[src/hw/rtl/sni_pkg.sv]
`timescale 1ns / 1ps
// ----------------------------------------------------------------------------
// sni_pkg
// shared widths, codes, state type and control structs of the subnet indexer
// ----------------------------------------------------------------------------
package sni_pkg;

    localparam int ADDR_W       = 32;
    localparam int NET_INDEX_W  = 10;
    localparam int STATUS_W     = 2;
    localparam logic [ADDR_W-1:0] MASK_RESET = 32'hFFFF_FF00;

    typedef enum logic [STATUS_W-1:0] {
        ST_FOUND     = 2'd0,
        ST_ADDED     = 2'd1,
        ST_MALFORMED = 2'd2,
        ST_FULL      = 2'd3
    } t_net_status;

    typedef enum logic [2:0] {
        S_CLEAR,
        S_IDLE,
        S_READ_SLOT,
        S_CHECK_SLOT,
        S_CHECK_KEY,
        S_RESULT
    } t_state;

    typedef struct packed {
        logic        clear_wr;
        logic        accept;
        logic        insert;
        logic        advance;
        logic        set_res;
        t_net_status res_code;
        logic        load_out;
    } t_dp_cmd;

    typedef struct packed {
        logic clear_done;
        logic in_malformed;
        logic slot_empty;
        logic key_match;
        logic table_full;
        logic out_free;
    } t_dp_stat;

endpackage

[src/hw/rtl/sni_ctrl.sv]
`timescale 1ns / 1ps
// ----------------------------------------------------------------------------
// sni_ctrl
// sequencer for slot clearing, hash probing, insertion and result hand-off
// ----------------------------------------------------------------------------
module sni_ctrl
    import sni_pkg::*;
(
    input  logic     i_clk,
    input  logic     i_rst_n,
    input  logic     i_in_valid,
    input  t_dp_stat i_stat,
    output t_dp_cmd  o_cmd,
    output logic     o_in_ready
);

    t_state r_state;
    t_state n_state;

    always_ff @(posedge i_clk) begin
        if (!i_rst_n) begin
            r_state <= S_CLEAR;
        end else begin
            r_state <= n_state;
        end
    end

    always_comb begin
        n_state = r_state;
        case (r_state)
            S_CLEAR: begin
                if (i_stat.clear_done) begin
                    n_state = S_IDLE;
                end
            end
            S_IDLE: begin
                if (i_in_valid) begin
                    n_state = i_stat.in_malformed ? S_RESULT : S_READ_SLOT;
                end
            end
            S_READ_SLOT: begin
                n_state = S_CHECK_SLOT;
            end
            S_CHECK_SLOT: begin
                n_state = i_stat.slot_empty ? S_RESULT : S_CHECK_KEY;
            end
            S_CHECK_KEY: begin
                n_state = i_stat.key_match ? S_RESULT : S_READ_SLOT;
            end
            S_RESULT: begin
                if (i_stat.out_free) begin
                    n_state = S_IDLE;
                end
            end
            default: begin
                n_state = S_CLEAR;
            end
        endcase
    end

    always_comb begin
        o_cmd      = '0;
        o_in_ready = 1'b0;
        case (r_state)
            S_CLEAR: begin
                o_cmd.clear_wr = 1'b1;
            end
            S_IDLE: begin
                o_in_ready = 1'b1;
                if (i_in_valid) begin
                    o_cmd.accept = 1'b1;
                    if (i_stat.in_malformed) begin
                        o_cmd.set_res  = 1'b1;
                        o_cmd.res_code = ST_MALFORMED;
                    end
                end
            end
            S_CHECK_SLOT: begin
                if (i_stat.slot_empty) begin
                    o_cmd.set_res = 1'b1;
                    if (i_stat.table_full) begin
                        o_cmd.res_code = ST_FULL;
                    end else begin
                        o_cmd.res_code = ST_ADDED;
                        o_cmd.insert   = 1'b1;
                    end
                end
            end
            S_CHECK_KEY: begin
                if (i_stat.key_match) begin
                    o_cmd.set_res  = 1'b1;
                    o_cmd.res_code = ST_FOUND;
                end else begin
                    o_cmd.advance = 1'b1;
                end
            end
            S_RESULT: begin
                o_cmd.load_out = i_stat.out_free;
            end
            default: begin
                o_cmd = '0;
            end
        endcase
    end

endmodule

[config.mk]
export PLATFORM = sky130hd
export DESIGN_NAME = sni_ctrl
export DESIGN_NICKNAME = d
export VERILOG_FILES = /design/src/hw/rtl/sni_pkg.sv /design/src/hw/rtl/sni_ctrl.sv
export SDC_FILE = /design/constraint.sdc
export NUM_CORES = 1
export LEC_CHECK = 0
export ABC_AREA = 1
export BUFFER_PORTS_ARGS = -buffer_cell sky130_fd_sc_hd__buf_2
export CAP_MARGIN = 20
export CORE_AREA = 4 4 41 43
export DETAILED_ROUTE_END_ITERATION = 8
export DIE_AREA = 0 0 45 47
export MAX_ROUTING_LAYER = met4
export SYNTH_ARGS = -nofsm -noshare
export SYNTH_HDL_FRONTEND = slang
export SYNTH_SLANG_ARGS = --single-unit
[constraint.sdc]
create_clock -name i_clk -period 2.53 [get_ports i_clk]
set_clock_uncertainty 0.1 [all_clocks]
set_input_delay 0.506 -clock i_clk [delete_from_list [all_inputs] [get_ports i_clk]]
set_output_delay 0.506 -clock i_clk [all_outputs]
set_load 0.005 [all_outputs]
# Yosys cells after proc, flatten, opt, wreduce, memory -nomap -nowiden
# Index checks and enable logic that the tools add are counted.
[word_totals] ff_bits=3 inputBits=9 out_inout_bits=9
[op_classes] eq_ne=8 mux=23 n_reduce_logical=2
[ops] op="$mux 3" count=9
[ops] op="$pmux 3 s6" count=1
[ops] op="$mux 1" count=11
[ops] op="$pmux 3 s3" count=1
[ops] op="$eq 3x2->1 const B" count=2
[ops] op="$eq 3x3->1 const B" count=2
[ops] op="$ne 2x2->1 const B" count=3
[ops] op="$eq 3x1->1 const B" count=1
[ops] op="$logic_not 3->1" count=1
[ops] op="$reduce_and 3->1" count=1
[ops] op="$mux 2" count=1

# Depth between registers and ports, before layout
[depth] word_depth=3 depth_mapped=8 ltp_nobuf=8

# Worst setup path after synthesis
# No wires, ideal clock.
[synth_timing] path_type="register to output" from="register r_state[0]" to="output o_cmd[3] (netlist bit)" setup_slack_ps=1030 arrival_time_ps=894 stages_incl_launch_ff=7 path_cell_list="dfxtp_1 > inv_2 > nor2_2 > nand2_1 > nor2_2 > nand2_1 > nand3_1"
[synth_rtl] item="from (decl)" line_no="sni_ctrl.sv:17" source="t_state r_state;"
[synth_rtl] item="from (signal assigned)" line_no="sni_ctrl.sv:24" source="r_state <= n_state;"
[synth_rtl] item="to (decl)" line_no="sni_ctrl.sv:13" source="output t_dp_cmd o_cmd,"

==> impl_metrics.tcl <==
set metrics [dict create \
    yosysWarnings 0 \
    htree_levels 1 \
    antenna_cells 0 \
    num_vias 407 \
    top_regs "r_state (3)" \
    via_per_inst 4.28 \
    ant_nets 0 \
    io_pins 18 \
    clkSlewWorstSetupHoldPaths_ns 0.03 \
    yosysSeqAreaShare 0.203 \
    wl_per_cell_um 8.57 \
    cp_slowest_cell "dfxtp_1" \
    max_stage_delay_ns 0.42 \
    core.rowCount 13 \
    overflow 0 \
    relSlewSlack 0.837 \
    grt_max_degree 8 \
    synth_fp_nets 68 \
    die-area_um2 2120 \
    port_buffers 17 \
    place_congestion 0.841 \
    grt_setup_unrepaired "no" \
    hold_path.class "in -> reg" \
    avgSynthCellArea_um2 5.00 \
    cp-end-kind "output port" \
    grt_pass1_vias 359 \
    ys_types 9 \
    drtPass1Iterations 4 \
    route.detailed.drc 0 \
    drt-initial-drc-count 8 \
    dp.final_hpwl_um 704 \
    cts_resized 0 \
    largest_register_ffs 3 \
    worstPathCellList "inv_2 -> nor2_2 -> nand2_1 -> nor2_2 -> nand2_1 -> nand3_1 -> buf_2" \
    slew_viol_final 0 \
    outcome "completed" \
    core_area_um2 1300 \
    setup_tns_ns 0 \
    cts-root-buf "clkbuf_4" \
    maxCapViolCount 0 \
    ctsHoldBuffers 0 \
    crit_arrival_ns 1.27 \
    cts_buffers 3 \
    die_y_um 47 \
    postPlaceCellArea_um2 399 \
    antenna_found_initial 0 \
    syn_inst 59 \
    pwr_density_cell_nw_per_um2 781 \
    cts_tree "done" \
    fin_area_um2 425 \
    routed_wl_um 814 \
    drive_gt1_frac 0.313 \
    cts_buffer_depth 2 \
    die_width_um 45 \
    top_register "r_state" \
    syn-cell-area_um2 295 \
    insertion_delay_ns 0.23 \
    worstPathMaxFanout 6 \
    startpoint_type "flip-flop" \
    power_leakage_nw 0.277 \
    tightest_slew_ns 0.244 \
    irDropWorstVdd_mv 0.237 \
    ys_ff_latch 3 \
    initial_core_util 0.227 \
    fin_crit_sh 0.743 \
    crit_required_ns 1.92 \
    cts.sinks 3 \
    grt_pass1_wl_um 1410 \
    dp_cells 91 \
    worstSetupPathType "reg -> out" \
    max_freq_ghz 0.532 \
    post_cts_buffers 0 \
    nNetsFinal 90 \
    setup_viol 0 \
    grt_use_total 0.0913 \
    finalHoldViolCount 0 \
    final.min_clock_period_ns 1.88 \
    final-instance-count-excl-fill 95 \
    area_growth_pct 44.1 \
]
layer usage:
metal	vias up	track usage	wire length (µm)
met5	-	-	0
met4	0	0.0175	0
met3	0	0.0307	82
met2	14	0.136	337
met1	170	0.120	394
li1	223	-	-
synthesized netlist by cell type, drive strengths merged:
master / number / area [µm²]
inv: 13 / 48.8
nand2: 15 / 56.3
dfxtp: 3 / 60.1
nand3: 11 / 55.1
nor3: 2 / 10.0
a21oi: 1 / 5.00
nor2: 14 / 60.1
through the flow:
step / power, mW / setup slack [ns] / hold slack (ns) / utilization
after global placement: 0.252 / 0.905 / 0.430 / 0.307
after floorplan: 0.195 / 1.03 / 0.411 / -
after detailed placement: 0.252 / 0.876 / 0.441 / 0.307
after global routing: 0.374 / 0.508 / 0.445 / 0.327
final: 0.332 / 0.650 / 0.429 / 0.327
after CTS: 0.336 / 0.648 / 0.424 / 0.327
worst paths after layout:
check	start	to	slack (ns)	cells past startpoint
worst min-delay path	i_rst_n	r_state[0]$_SDFFE_PN0P_	0.43	3
worst max-delay path	r_state[0]$_SDFFE_PN0P_	o_cmd[3]	0.65	7
worst min register to register	r_state[0]$_SDFFE_PN0P_	r_state[0]$_SDFFE_PN0P_	0.45	2
worst max register to register	r_state[2]$_SDFFE_PN0P_	r_state[0]$_SDFFE_PN0P_	1.32	7
worst max-delay path: cells and delay by family, from the launching register on:
| family | cells | cell delay, ns |
|---|---|---|
| buffers and inverters | 2 | 0.17 |
| and+or+nand+nor | 5 | 0.45 |
| DFF | 1 | 0.42 |
cell families (layout without fill, tap and decap cells):
logic type / after synthesis / count (layout) / synth area share
and+or+nand+nor: 42 / 42 / 0.614
buffers and inverters: 13 / 34 / 0.165
DFF: 3 / 3 / 0.203
AOI/OAI and AO/OA: 1 / 1 / 0.0169
cell type report:
type,instances,area [µm²]
Tap cell,15,18.8
Multi-Input combinational cell,43,186
Timing Repair Buffer,17,85.1
Inverter,13,48.8
Sequential cell,3,60.1
Clock buffer,4,26.3
Fill cell,157,876
cells in the final DEF (no fill, tap or decap):
master    Yosys  layout
a21oi_1       1       1
nor3_1        2       2
buf_2         0      17
dfxtp_1       3       3
nand3_1      11      11
nor2_1       11      11
clkbuf_1      0       1
inv_2         2       2
clkbuf_4      0       3
nand2_1      15      15
inv_1        11      11
nor2_2        3       3
power breakdown:
part | internal, mW | leakage, nW | total (mW) | switching [mW]
clock | 0.0590 | 0.0150 | 0.0821 | 0.0231
combinational | 0.0693 | 0.238 | 0.169 | 0.0996
sequential | 0.0602 | 0.0246 | 0.0813 | 0.0211
total | 0.189 | 0.277 | 0.332 | 0.144
Power figures use the tool's default switching activity.
